File: config.mk
export PLATFORM = sky130hd
export DESIGN_NAME = can_chunk_reassembler_unit
export DESIGN_NICKNAME = d
export VERILOG_FILES = /design/src/rtl/core/ccr_pkg.sv /design/src/rtl/core/ccr_classify.sv /design/src/rtl/core/ccr_sensor_unpack.sv /design/src/rtl/core/ccr_state_ram.sv /design/src/rtl/core/can_chunk_reassembler_unit.sv
export SDC_FILE = /design/constraint.sdc
export NUM_CORES = 1
export LEC_CHECK = 0
export BUFFER_PORTS_ARGS = -buffer_cell sky130_fd_sc_hd__buf_4
export CORE_MARGIN = 5
export CORE_UTILIZATION = 29
export DETAILED_ROUTE_END_ITERATION = 12
export GPL_TIMING_DRIVEN = 0
export PLACE_DENSITY_LB_ADDON = 0.15
export SLEW_MARGIN = 10
export SYNTH_ARGS = -nofsm -noshare
export SYNTH_HDL_FRONTEND = slang
export SYNTH_SLANG_ARGS = --single-unit
File: constraint.sdc
create_clock -name clk -period 26.8 [get_ports clk]
set_clock_uncertainty 0.2 [all_clocks]
set_input_delay 4.02 -clock clk [delete_from_list [all_inputs] [get_ports clk]]
set_output_delay 4.02 -clock clk [all_outputs]
set_load 0.005 [all_outputs]
File: src/rtl/core/ccr_pkg.sv
// ccr_pkg: types, constants and codes shared by the CAN chunk reassembler.
// Holds the input/result word structs, the per-node entry layout and the codes.
// No dependencies.
package ccr_pkg;

  localparam int NODE_COUNT_DEF = 16;
  localparam int STATUS_SHIFT   = 6;
  localparam int CHUNK_BYTES    = 8;
  localparam int ID_W           = 11;
  localparam int NODE_W         = ID_W - 2;  // full offset / 4, never truncated
  localparam int TIME_W         = 32;
  localparam int CFG_DATA_W     = 16;

  localparam logic [3:0] LEN_FULL   = 4'd8;
  localparam logic [3:0] FULL_MASK  = 4'hF;
  localparam logic [7:0] CONF_OK    = 8'd255;
  localparam logic [7:0] CONF_WARN  = 8'd128;
  localparam logic [7:0] CONF_NONE  = 8'd0;
  localparam logic [7:0] VALUE_MASK = 8'((1 << STATUS_SHIFT) - 1);

  localparam logic [ID_W-1:0] BASE_ID_RST  = 11'd256;
  localparam logic [ID_W-1:0] MOTOR_ID_RST = 11'd1152;
  localparam logic [15:0]     TIMEOUT_RST  = 16'd100;

  typedef enum logic [1:0] {
    OUT_DROP     = 2'd0,
    OUT_MOTOR    = 2'd1,
    OUT_STORED   = 2'd2,
    OUT_COMPLETE = 2'd3
  } outcome_t;

  typedef enum logic [1:0] {
    ST_OK   = 2'd0,
    ST_WARN = 2'd1,
    ST_FAIL = 2'd2,
    ST_OFF  = 2'd3
  } sensor_status_t;

  typedef enum logic [1:0] {
    CFG_BASE_ID  = 2'd0,
    CFG_MOTOR_ID = 2'd1,
    CFG_TIMEOUT  = 2'd2
  } cfg_index_t;

  typedef struct packed {
    logic            is_extended;
    logic            is_remote;
    logic [3:0]      length;
    logic [ID_W-1:0] frame_ident;
    logic [63:0]     payload;
    logic [31:0]     time_ms;
  } in_word_t;

  typedef struct packed {
    outcome_t    outcome;
    logic [3:0]  node_index;
    logic [1:0]  chunk_index;
    logic [63:0] sensor_values;
    logic [15:0] sensor_statuses;
    logic [7:0]  valid_bits;
    logic [63:0] confidences;
    logic [31:0] completed_cycles;
    logic        assembly_restarted;
  } out_word_t;

  // Decode of one frame: kind is OUT_DROP, OUT_MOTOR or OUT_STORED (sensor chunk).
  typedef struct packed {
    outcome_t          kind;
    logic [NODE_W-1:0] node;
    logic [1:0]        chunk;
  } cls_t;

  typedef struct packed {
    logic [63:0] values;
    logic [15:0] statuses;
    logic [7:0]  valid;
    logic [63:0] confs;
  } sensor_t;

  // One node's assembly state as held in the state RAM.
  typedef struct packed {
    logic [3:0]        mask;
    logic [TIME_W-1:0] start;
    logic [31:0]       count;
  } node_entry_t;

endpackage

File: src/rtl/core/ccr_classify.sv
// ccr_classify: frame filter and id decode (node, chunk) for the reassembler.
// Depends on ccr_pkg.
module ccr_classify #(
  parameter int NODE_COUNT = ccr_pkg::NODE_COUNT_DEF
) (
  input  ccr_pkg::in_word_t              word,
  input  logic [ccr_pkg::ID_W-1:0]       base_id,
  input  logic [ccr_pkg::ID_W-1:0]       motor_id,
  output ccr_pkg::cls_t                  cls
);
  import ccr_pkg::*;

  logic [ID_W-1:0] rel;

  assign rel = word.frame_ident - base_id;

  always_comb begin
    cls.node  = rel[ID_W-1:2];
    cls.chunk = rel[1:0];
    if (word.is_extended || word.is_remote || (word.length != LEN_FULL)) begin
      cls.kind = OUT_DROP;
    end else if (word.frame_ident == motor_id) begin
      cls.kind = OUT_MOTOR;
    end else if (word.frame_ident < base_id) begin
      cls.kind = OUT_DROP;
    end else if (rel[ID_W-1:2] >= NODE_W'(NODE_COUNT)) begin
      cls.kind = OUT_DROP;
    end else begin
      cls.kind = OUT_STORED;
    end
  end

endmodule

File: src/rtl/core/ccr_sensor_unpack.sv
// ccr_sensor_unpack: splits eight payload bytes into value, status, valid, confidence.
// Depends on ccr_pkg.
module ccr_sensor_unpack (
  input  logic [63:0]      payload,
  output ccr_pkg::sensor_t sens
);
  import ccr_pkg::*;

  always_comb begin
    logic [7:0] raw;
    logic [1:0] st;
    sens = '0;
    for (int i = 0; i < CHUNK_BYTES; i++) begin
      raw = payload[8*i +: 8];
      st  = 2'(raw >> STATUS_SHIFT);
      sens.values[8*i +: 8] = raw & VALUE_MASK;
      sens.statuses[2*i +: 2] = st;
      sens.valid[i] = (st == ST_OK) || (st == ST_WARN);
      case (st)
        ST_OK:   sens.confs[8*i +: 8] = CONF_OK;
        ST_WARN: sens.confs[8*i +: 8] = CONF_WARN;
        default: sens.confs[8*i +: 8] = CONF_NONE;
      endcase
    end
  end

endmodule

File: src/rtl/core/ccr_state_ram.sv
// ccr_state_ram: per-node assembly state, one synchronous RAM with registered read.
// Per-entry valid flags give the all-zero reset; a same-cycle write is forwarded.
// Depends on ccr_pkg.
module ccr_state_ram #(
  parameter int NODE_COUNT = ccr_pkg::NODE_COUNT_DEF,
  parameter int ADDR_W     = (NODE_COUNT > 1) ? $clog2(NODE_COUNT) : 1
) (
  input  logic                 clk,
  input  logic                 rst_n,
  input  logic                 rd_en,
  input  logic [ADDR_W-1:0]    rd_addr,
  output ccr_pkg::node_entry_t rd_data,
  input  logic                 wr_en,
  input  logic [ADDR_W-1:0]    wr_addr,
  input  ccr_pkg::node_entry_t wr_data
);
  import ccr_pkg::*;

  node_entry_t           mem [NODE_COUNT];
  logic [NODE_COUNT-1:0] vld_r;
  logic [NODE_COUNT-1:0] vld_nxt;
  node_entry_t           rd_q_r;
  logic                  rd_vld_r;
  logic                  fwd_hit_r;
  node_entry_t           fwd_data_r;

  always_ff @(posedge clk) begin
    if (wr_en) begin
      mem[wr_addr] <= wr_data;
    end
    if (rd_en) begin
      rd_q_r     <= mem[rd_addr];
      fwd_data_r <= wr_data;
    end
  end

  always_comb begin
    vld_nxt = vld_r;
    if (wr_en) begin
      vld_nxt[wr_addr] = 1'b1;
    end
  end

  always_ff @(posedge clk) begin
    if (!rst_n) begin
      vld_r     <= '0;
      rd_vld_r  <= 1'b0;
      fwd_hit_r <= 1'b0;
    end else begin
      vld_r <= vld_nxt;
      if (rd_en) begin
        rd_vld_r  <= vld_r[rd_addr];
        // write landing on the entry being read this edge: take the new data
        fwd_hit_r <= wr_en && (wr_addr == rd_addr);
      end
    end
  end

  always_comb begin
    if (fwd_hit_r) begin
      rd_data = fwd_data_r;
    end else if (rd_vld_r) begin
      rd_data = rd_q_r;
    end else begin
      rd_data = '0;
    end
  end

endmodule

File: src/rtl/core/can_chunk_reassembler_unit.sv
// can_chunk_reassembler_unit: CAN sensor chunk reassembler, top level.
// An accepted word passes the stage 1 registers, then the output register, to out_*.
// Throughput: one word per cycle unless out_stall holds; the state RAM reads at accept
//   and writes as stage 1 drains, separate ports, same cycle; same-node writes forwarded.
// Reset: rst_n synchronous low; config regs to defaults, node state reads as zero.
// Depends on ccr_pkg, ccr_classify, ccr_sensor_unpack, ccr_state_ram.
module can_chunk_reassembler_unit #(
  parameter int NODE_COUNT = ccr_pkg::NODE_COUNT_DEF
) (
  input  logic                            clk,
  input  logic                            rst_n,
  // input channel
  input  logic                            in_valid,
  output logic                            in_stall,
  input  ccr_pkg::in_word_t               in_word,
  // result channel
  output logic                            out_valid,
  input  logic                            out_stall,
  output ccr_pkg::out_word_t              out_word,
  // configuration
  input  logic                            cfg_wr_en,
  input  logic [1:0]                      cfg_index,
  input  logic [ccr_pkg::CFG_DATA_W-1:0]  cfg_data
);
  import ccr_pkg::*;

  localparam int ADDR_W = (NODE_COUNT > 1) ? $clog2(NODE_COUNT) : 1;

  // ---------------- configuration registers ----------------
  logic [ID_W-1:0] base_id_r,  base_id_nxt;
  logic [ID_W-1:0] motor_id_r, motor_id_nxt;
  logic [15:0]     timeout_r,  timeout_nxt;

  always_comb begin
    base_id_nxt  = base_id_r;
    motor_id_nxt = motor_id_r;
    timeout_nxt  = timeout_r;
    if (cfg_wr_en) begin
      unique case (cfg_index)
        CFG_BASE_ID:  base_id_nxt  = cfg_data[ID_W-1:0];
        CFG_MOTOR_ID: motor_id_nxt = cfg_data[ID_W-1:0];
        CFG_TIMEOUT:  timeout_nxt  = cfg_data[15:0];
        default: ;  // unmapped index: no register
      endcase
    end
  end

  always_ff @(posedge clk) begin
    if (!rst_n) begin
      base_id_r  <= BASE_ID_RST;
      motor_id_r <= MOTOR_ID_RST;
      timeout_r  <= TIMEOUT_RST;
    end else begin
      base_id_r  <= base_id_nxt;
      motor_id_r <= motor_id_nxt;
      timeout_r  <= timeout_nxt;
    end
  end

  // ---------------- stage 0: classify, issue state read ----------------
  cls_t cls;
  logic in_acc;
  logic s1_adv;

  ccr_classify #(.NODE_COUNT(NODE_COUNT)) u_classify (
    .word     (in_word),
    .base_id  (base_id_r),
    .motor_id (motor_id_r),
    .cls      (cls)
  );

  assign in_acc = in_valid && !in_stall;

  // ---------------- stage 1 registers ----------------
  logic              s1_valid_r, s1_valid_nxt;
  outcome_t          s1_kind_r;
  logic [NODE_W-1:0] s1_node_r;
  logic [1:0]        s1_chunk_r;
  logic [63:0]       s1_payload_r;
  logic [TIME_W-1:0] s1_time_r;
  logic              out_valid_r, out_valid_nxt;

  // stage 1 drains whenever the output register is empty or being taken
  assign s1_adv   = !out_valid_r || !out_stall;
  assign in_stall = s1_valid_r && !s1_adv;

  always_comb begin
    s1_valid_nxt = s1_valid_r;
    if (in_acc) begin
      s1_valid_nxt = 1'b1;
    end else if (s1_adv) begin
      s1_valid_nxt = 1'b0;
    end
  end

  always_ff @(posedge clk) begin
    if (!rst_n) begin
      s1_valid_r <= 1'b0;
    end else begin
      s1_valid_r <= s1_valid_nxt;
    end
  end

  always_ff @(posedge clk) begin
    if (in_acc) begin
      s1_kind_r    <= cls.kind;
      s1_node_r    <= cls.node;
      s1_chunk_r   <= cls.chunk;
      s1_payload_r <= in_word.payload;
      s1_time_r    <= in_word.time_ms;
    end
  end

  // ---------------- node state RAM ----------------
  node_entry_t ent;
  node_entry_t ent_nxt;
  logic        wr_en;

  assign wr_en = s1_valid_r && s1_adv && (s1_kind_r == OUT_STORED);

  ccr_state_ram #(.NODE_COUNT(NODE_COUNT), .ADDR_W(ADDR_W)) u_state_ram (
    .clk     (clk),
    .rst_n   (rst_n),
    .rd_en   (in_acc && (cls.kind == OUT_STORED)),
    .rd_addr (cls.node[ADDR_W-1:0]),
    .rd_data (ent),
    .wr_en   (wr_en),
    .wr_addr (s1_node_r[ADDR_W-1:0]),
    .wr_data (ent_nxt)
  );

  // ---------------- stage 1: modify ----------------
  sensor_t sens;

  ccr_sensor_unpack u_unpack (
    .payload (s1_payload_r),
    .sens    (sens)
  );

  logic              stale;
  logic              complete;
  logic [3:0]        mask_live;
  logic [3:0]        mask_marked;
  logic [TIME_W-1:0] age;

  always_comb begin
    age   = s1_time_r - ent.start;  // wraps modulo 2^32
    stale = (ent.mask != 4'd0) && (age > TIME_W'(timeout_r));
    // stale partial assembly is restarted
    mask_live   = stale ? 4'd0 : ent.mask;
    mask_marked = mask_live | (4'd1 << s1_chunk_r);
    complete    = (mask_marked == FULL_MASK);
    ent_nxt.mask  = complete ? 4'd0 : mask_marked;
    ent_nxt.start = (mask_live == 4'd0) ? s1_time_r : ent.start;
    ent_nxt.count = ent.count + 32'(complete);
  end

  // ---------------- output register ----------------
  out_word_t out_word_r,  out_word_nxt;

  always_comb begin
    out_word_nxt = '0;
    out_word_nxt.outcome = s1_kind_r;
    if (s1_kind_r == OUT_STORED) begin
      out_word_nxt.outcome            = complete ? OUT_COMPLETE : OUT_STORED;
      out_word_nxt.node_index         = s1_node_r[3:0];
      out_word_nxt.chunk_index        = s1_chunk_r;
      out_word_nxt.sensor_values      = sens.values;
      out_word_nxt.sensor_statuses    = sens.statuses;
      out_word_nxt.valid_bits         = sens.valid;
      out_word_nxt.confidences        = sens.confs;
      out_word_nxt.completed_cycles   = ent_nxt.count;
      out_word_nxt.assembly_restarted = stale;
    end
  end

  always_comb begin
    out_valid_nxt = out_valid_r;
    if (s1_adv) begin
      out_valid_nxt = s1_valid_r;
    end
  end

  always_ff @(posedge clk) begin
    if (!rst_n) begin
      out_valid_r <= 1'b0;
    end else begin
      out_valid_r <= out_valid_nxt;
    end
  end

  always_ff @(posedge clk) begin
    if (s1_adv && s1_valid_r) begin
      out_word_r <= out_word_nxt;
    end
  end

  assign out_valid = out_valid_r;
  assign out_word  = out_word_r;

  // ---------------- assertions ----------------
  // state write-back only for an in-range node
  a_wr_in_range: assert property (@(posedge clk) disable iff (!rst_n)
    wr_en |-> (s1_node_r < NODE_W'(NODE_COUNT)))
    else $error("state write to out-of-range node");

  // a write-back always moves its word into the output register
  a_wr_then_out: assert property (@(posedge clk) disable iff (!rst_n)
    wr_en |=> out_valid_r)
    else $error("state written but no result word");

  // dropped and diverted words carry nothing but the outcome
  a_drop_clean: assert property (@(posedge clk) disable iff (!rst_n)
    (out_valid_r && ((out_word_r.outcome == OUT_DROP) ||
                     (out_word_r.outcome == OUT_MOTOR)))
    |-> ((out_word_r.completed_cycles == 32'd0) &&
         !out_word_r.assembly_restarted && (out_word_r.valid_bits == 8'd0)))
    else $error("non-sensor result word has payload");

  // input is only held off while stage 1 is occupied
  a_stall_cause: assert property (@(posedge clk) disable iff (!rst_n)
    in_stall |-> (s1_valid_r && out_valid_r))
    else $error("input stalled with free pipeline");

endmodule

==> results of run 1 <==
flip-flops by register name (all words and copies together) (netlist names):
register / cells
u_state_ram.mem: 1088
out_word: 121
u_state_ram.fwd_data_r: 68
u_state_ram.rd_q_r: 68
s1_payload_r: 64
s1_time_r: 32
timeout_r: 16
u_state_ram.vld_r: 16
base_id_r: 11
motor_id_r: 11
s1_node_r: 4
s1_chunk_r: 2
s1_kind_r: 2
out_valid: 1
s1_valid_r: 1
u_state_ram.fwd_hit_r: 1
u_state_ram.rd_vld_r: 1
worst max-delay path: cells and delay by family (launching register included):
kind | cells | cell delay [ns]
and+or+nand+nor | 15 | 4.32
AOI/OAI and AO/OA | 9 | 2.79
buffers and inverters | 12 | 4.61
DFF | 1 | 0.44
xor gates and xnor gates | 2 | 0.57
adders and majority gates | 4 | 1.32
Yosys cell counts (all sizes together) (13+ instances only):
master,instances
edfxtp,1449
mux4,345
nand2,141
and2,120
buf,119
clkbuf,98
inv,82
nor2,77
a21oi,68
dfxtp,58
xnor2,53
ha,50
o21ai,47
a22oi,43
nand3,39
mux2i,35
a21boi,32
nor3,32
nor2b,31
o21a,27
xor2,19
nand3b,17
a211oi,15
and3b,13
nand4,13
stage by stage:
stage / cells / util [%] / power (W) / area [sq um] / hold WS (ns)
2_1_floorplan: 3209 / - / 0.00290 / 60900 / 0.235
3_3_place_gp: 6327 / 31.9 / 0.00307 / 66800 / 0.241
3_5_place_dp: 6465 / 32.9 / 0.00307 / 68900 / 0.251
4_1_cts: 6770 / 35.5 / 0.00533 / 74200 / 0.264
5_1_grt: 6770 / 35.6 / 0.00545 / 74400 / 0.283
6_report: 6775 / 35.6 / 0.00525 / 74400 / 0.265
worst max-delay path by stage:
stage          slack [ns]                                end
2_1_floorplan       13.40   u_state_ram.mem[10][0]$_DFFE_PP_
3_3_place_gp         1.41  u_state_ram.mem[10][23]$_DFFE_PP_
3_5_place_dp        12.07         out_word[31]$_SDFFCE_PP0P_
4_1_cts             12.03         out_word[31]$_SDFFCE_PP0P_
5_1_grt             11.51         out_word[31]$_SDFFCE_PP0P_
6_report            12.28         out_word[31]$_SDFFCE_PP0P_
kinds of logic after synthesis:
logic type,count (synthesis),share of synthesized area (%)
AO/OA/AOI/OAI,321,3.70
flip-flops,1507,73.4
buffers and inverters,300,2.36
AND/OR/NAND/NOR,548,4.83
other,1,0.00616
XOR/XNOR,72,1.04
adder cells (fa/ha/maj),62,1.25
multiplexers,383,13.4
metal layers:
| layer | vias up | GRT usage (%) |
|---|---|---|
| met4 | 8 | 3.14 |
| met5 | - | 0 |
| met3 | 226 | 3.34 |
| met1 | 17100 | 23.1 |
| met2 | 986 | 25.6 |
| li1 | 14000 | - |
power by group:
part	leakage [nW]	internal, W	switching, W
clock network	2.56	0.00128	0.000958
registers	14.9	0.00260	0.0000132
logic	8.32	0.000176	0.000228
total	25.8	0.00405	0.00120
layout make-up:
cell class	instances	area, sq um	share of cell area (%)
buffer	217	1150	1.55
multi-input combinational	1402	15200	20.5
timing repair buffer	451	4190	5.63
clock inverter	81	823	1.11
tap	2805	3510	4.72
sequential	1507	44700	60.1
clock buffer	224	4460	5.99
inverter	83	319	0.429
antenna	5	12.5	0.0168
==> metrics, run 1 <==
run status=completed; cell occurring most often along the worst timing path=sky130_fd_sc_hd__buf_2; share of the synthesized area in the top cell type=71.5%; Reg2Reg Launch Point=u_state_ram.fwd_hit_r$_SDFFE_PN0P_; number of clock buffers inserted by TritonCTS=166; VDD IR-drop max=0.0706 mV; maximum single-stage delay on the critical path=0.76 ns; capture instance of the worst register-to-register path=out_word[31]$_SDFFCE_PP0P_; sequential area share after synthesis=73.4%; pin count of the biggest net entering global routing=95; Setup Buffers After CTS=0; portion of the clock cycle consumed by the worst path in the final layout=54.2%; First-pass DRT Iterations=6; cell depth of the worst flop-to-flop path=42; area of the core=209000 sq um; origin of the worst setup path=u_state_ram.fwd_hit_r$_SDFFE_PN0P_; arrival time of the worst setup path=14.92 ns; Worst-Margin Slew=1.34 ns; detail-routed net length per standard cell=26.5 um; top area cells in the synthesized netlist=sky130_fd_sc_hd__edfxtp_1, sky130_fd_sc_hd__mux4_2, sky130_fd_sc_hd__dfxtp_1, sky130_fd_sc_hd__and2_1, sky130_fd_sc_hd__ha_1; mean instance size in the synthesized netlist=19.1 sq um; number of storage elements in the synthesis netlist=1507; number of remaining DRC errors=0; MaxCap Viol Count=0; antenna violations before repair=15; number of nets in the final layout=4015; clock slew at the register clock pins of the worst setup and hold paths=0.06 ns; proportion of register bits with asynchronous set or reset after synthesis=0%; # IOs=331; EDFF count, synth=1449; reg2reg setup slack=12.28 ns; Core Rows=168; hold path cells=1; worst max-slew margin expressed relative to the limit=10.9%; Yosys warning total=0; Mapped Cells=3194; Crit Path Category=flop to flop; most frequent standard cell in the layout excluding fill and tap cells=sky130_fd_sc_hd__edfxtp_1; Required @ worst endpoint=27.19 ns; maximum count of clock buffers along a single path=3; cell type of the slowest stage on the worst timing path=sky130_fd_sc_hd__buf_1; Max Freq=68.9 MHz; final count of hold timing violations=0; via count normalized by instance count=4.78; remaining antenna violation count=0; startpoint type of the worst setup path=flop; die outline height=468 um; power per cell area=70.6 nW/um^2; Setup-failing EPs final=0; unrepaired setup endpoints after global routing=false; fraction of layout cells with a size suffix above 1=31.0%; total negative slack=0 ns; top sig layer=met5; Area growth syn-to-layout=22.2%; length of routed met3 wiring=11.3 mm; most used cells in the layout excluding fill and tap cells=sky130_fd_sc_hd__edfxtp_1, sky130_fd_sc_hd__buf_4, sky130_fd_sc_hd__mux4_2; Leakage Power=25.8 nW; kind of path behind the tightest hold check=flop to flop; primary flip-flop cell chosen by synthesis mapping=sky130_fd_sc_hd__edfxtp_1; peak fanout along the critical path=18; die width=468 um; Clk Tree Root Cell=sky130_fd_sc_hd__clkbuf_16; final global-route overflow total=0; pins over their slew limit=0; vias in the first global route=33.4k; count of vias placed by the detailed router=32.4k; final critical path time including I/O delays and setup=14.52 ns; cell area after technology mapping=60900 sq um; htree depth=4; DP Worst Slack=12.07 ns; routability congestion estimate from global placement=0.832; Filler Cells Inserted=19.7k; Detailed Route Iter0 Violations=2707; cell type with the largest total area after synthesis=sky130_fd_sc_hd__edfxtp_1; first-pass GRT wire length=253 mm; # resized after CTS=0; Crit. End Element=flop; Detail Route met2 WL=82.3 mm; CTS tree=built; startpoint of the lowest-slack hold path=u_state_ram.vld_r[6]$_SDFFE_PN0P_; port buffer count=313; area of the die=219000 sq um; HPWL Detailed=126 mm; library cells used by synthesis=82; Endpoint, Worst Hold=u_state_ram.vld_r[6]$_SDFFE_PN0P_; global-route usage over all layers=16.1%; final worst setup slack=12.28 ns; met1 layer wirelength in the final routing=83.1 mm; Clock Latency Late Sink=0.79 ns; initial core utilization=29.1%; cts-stage hold buffer count=0; Sink Count=1507; total detailed-routing wirelength=180 mm
Note: power is estimated with default switching activity, not from simulation.
==> run 2: changes to the inputs <==
--- a/config.mk
+++ b/config.mk
@@ -5,6 +5,7 @@
 export SDC_FILE = /design/constraint.sdc
 export NUM_CORES = 1
 export LEC_CHECK = 0
+export ABC_AREA = 1
 export BUFFER_PORTS_ARGS = -buffer_cell sky130_fd_sc_hd__buf_4
 export CORE_MARGIN = 5
 export CORE_UTILIZATION = 29
==> constraint.sdc (replaced) <==
create_clock -name clk -period 12.95 [get_ports clk]
set_clock_uncertainty 0.2 [all_clocks]
set_input_delay 1.9425 -clock clk [delete_from_list [all_inputs] [get_ports clk]]
set_output_delay 1.9425 -clock clk [all_outputs]
set_load 0.005 [all_outputs]
==> run 2 against run 1 <==
  * Combinational power rose to 3.9 times the previous value
  * Setup slack worse by 9.7 ns
  * Register-to-register slack worse by 9.7 ns
  * Clock power up 110%
  * Utilization about the same
  * Cell count up 27%
  * Wire length up 24%
  * Sequential cell count unchanged
  * Largest power group unchanged
==> metrics, run 2 <==
cts-stage hold buffer count=0; htree depth=4; via count normalized by instance count=4.96; Leakage Power=26.1 nW; cell type of the slowest stage on the worst timing path=sky130_fd_sc_hd__xor2_2; most frequent cell after synthesis=sky130_fd_sc_hd__edfxtp_1; die width=472 um; Biggest register=u_state_ram.mem; Setup-failing EPs final=0; pin count of the biggest net entering global routing=82; maximum single-stage delay on the critical path=0.77 ns; peak fanout along the critical path=18; fraction of layout cells with a size suffix above 1=16.2%; unrepaired setup endpoints after global routing=false; final standard cell utilization of the core=35.5%; top area cells in the synthesized netlist=sky130_fd_sc_hd__edfxtp_1, sky130_fd_sc_hd__o21ai_0, sky130_fd_sc_hd__nor2_1, sky130_fd_sc_hd__o22ai_1, sky130_fd_sc_hd__nand2_1; arrival time of the worst setup path=10.86 ns; # IOs=331; CTS tree=built; GR Util met3=3.74%; Setup Buffers After CTS=0; maximum count of clock buffers along a single path=3; EDFF count, synth=1449; number of nets in the final layout=5825; first-pass GRT wire length=311 mm; Sink Count=1507; met1 track demand over resource in global routing=27.0%; # resized after CTS=0; Max Freq=96.3 MHz; Mapped Cells=5030; total detailed-routing wirelength=222 mm; detail-routed net length per standard cell=25.8 um; antenna violations before repair=11; final count of hold timing violations=0; cell type with the largest total area after synthesis=sky130_fd_sc_hd__edfxtp_1; run status=completed; remaining antenna violation count=0; count of vias placed by the detailed router=42.6k; portion of the clock cycle consumed by the worst path in the final layout=80.1%; most used cells in the layout excluding fill and tap cells=sky130_fd_sc_hd__edfxtp_1, sky130_fd_sc_hd__nor2_1, sky130_fd_sc_hd__o21ai_0; library cells used by synthesis=57; kind of path behind the tightest hold check=flop to flop; vias in the first global route=41.4k; MaxCap Viol Count=0; busiest metal layer after global routing=met2; number of remaining DRC errors=0; sequential area share after synthesis=72.2%; flip-flop count of the largest register, all copies and words added=1088; Detailed Route Iter0 Violations=4030; clock slew at the register clock pins of the worst setup and hold paths=0.06 ns; routability congestion estimate from global placement=0.883; VDD IR-drop max=0.120 mV; Clock Latency Late Sink=0.83 ns; Area growth syn-to-layout=22.0%; Crit Path Category=flop to flop; number of buffers and inverters on the critical path=10; HPWL Detailed=158 mm; startpoint type of the worst setup path=flop; cell occurring most often along the worst timing path=sky130_fd_sc_hd__nand2_1; Clk Tree Root Cell=sky130_fd_sc_hd__clkbuf_16; routing usage on met2=30.9%; port buffer count=314; number of storage elements in the synthesis netlist=1507; top post-synthesis cells by count=sky130_fd_sc_hd__edfxtp_1, sky130_fd_sc_hd__nor2_1, sky130_fd_sc_hd__o21ai_0; final critical path time including I/O delays and setup=10.38 ns; primary flip-flop cell chosen by synthesis mapping=sky130_fd_sc_hd__edfxtp_1; Required @ worst endpoint=13.44 ns; mean instance size in the synthesized netlist=12.3 sq um; pins over their slew limit=0; Worst-Margin Slew=1.35 ns; final global-route overflow total=0; total negative slack=0 ns; cell area after technology mapping=61900 sq um; proportion of register bits with asynchronous set or reset after synthesis=0%; Crit. End Element=flop; First-pass DRT Iterations=7; Core Rows=169; power per cell area=156 nW/um^2; Yosys warning total=0; initial core utilization=29.1%; area of the core=212000 sq um; top cell family by delay on the critical path=simple AND/OR/NAND/NOR gates; area of the die=223000 sq um; die outline height=472 um; share of the synthesized area in the top cell type=70.3%; worst max-slew margin expressed relative to the limit=9.86%; global-route usage over all layers=19.3%; most frequent standard cell in the layout excluding fill and tap cells=sky130_fd_sc_hd__edfxtp_1; number of clock buffers inserted by TritonCTS=171
[run 2: cell types whose count changed in the layout (fill, tap and decap cells not counted), moves of 136 or more]
cell / previous run / this run
sky130_fd_sc_hd__nor2_1: 67 / 898
sky130_fd_sc_hd__o22ai_1: 2 / 317
sky130_fd_sc_hd__o21ai_0: 43 / 758
sky130_fd_sc_hd__nand2_1: 141 / 363
sky130_fd_sc_hd__inv_1: 81 / 259
sky130_fd_sc_hd__mux4_2: 345 / 0
sky130_fd_sc_hd__clkbuf_1: 139 / 275
[run 2: layer usage]
layer  routed length (um)  share of wire (%)
met4                 5070                2.3
met2               101000                 46
met5                   24              0.011
met1                99600                 45
met3                16000                7.2
[run 2: through the flow]
stage / power, W / instances / setup slack (ns) / hold WS, ns / area (sq um)
floorplan: 0.00630 / 5045 / 4.30 / 0.233 / 61900
global placement: 0.00709 / 8180 / -2.28 / 0.248 / 67800
detailed placement: 0.00710 / 8286 / 2.71 / 0.255 / 70000
CTS: 0.0119 / 8593 / 2.68 / 0.263 / 75400
global route: 0.0122 / 8594 / 1.89 / 0.282 / 75500
finish: 0.0118 / 8596 / 2.57 / 0.259 / 75500
[run 2: kinds of logic after synthesis]
group                    share of synthesized area [%]
AO/OA/AOI/OAI                                     11.5
XOR/XNOR                                         0.692
adder cells (fa/ha/maj)                           1.04
buffers and inverters                             4.38
flip-flops                                        72.2
multiplexers                                    0.0182
other                                          0.00606
AND/OR/NAND/NOR                                   10.2
[run 2: area by class of cell]
class	count	area, sq um
diodes	3	7.51
plain buffers	345	1690
clock buffers	225	4620
clock inverters	82	807
fillers	21000	137000
inverters	273	1040
multi-input cells	2920	14900
flip-flops and latches	1507	44700
well taps	2821	3530
repair buffers	420	4180
[run 2: final timing paths]
check / start / slack [ns] / cells after the start / to
worst max register to register: u_state_ram.fwd_hit_r$_SDFFE_PN0P_ / 2.57 / 53 / out_word[31]$_SDFFCE_PP0P_
worst min-delay path: base_id_r[6]$_SDFFE_PN0P_ / 0.26 / 2 / base_id_r[6]$_SDFFE_PN0P_
worst min register to register: base_id_r[6]$_SDFFE_PN0P_ / 0.26 / 2 / base_id_r[6]$_SDFFE_PN0P_
worst max-delay path: u_state_ram.fwd_hit_r$_SDFFE_PN0P_ / 2.57 / 53 / out_word[31]$_SDFFCE_PP0P_
[run 2: report_power, final]
part | internal [W] | switching, W | total (W) | leakage [nW]
logic | 0.000408 | 0.00117 | 0.00158 | 9.67
registers | 0.00540 | 0.0000289 | 0.00543 | 13.8
clock network | 0.00275 | 0.00201 | 0.00476 | 2.64
total | 0.00856 | 0.00321 | 0.0118 | 26.1
[run 2: worst min-delay path, stage by stage (launching register included)]
cell and delay [ns]:
sky130_fd_sc_hd__dfxtp_1 0.30, sky130_fd_sc_hd__inv_1 0.06, sky130_fd_sc_hd__a21oi_1 0.06
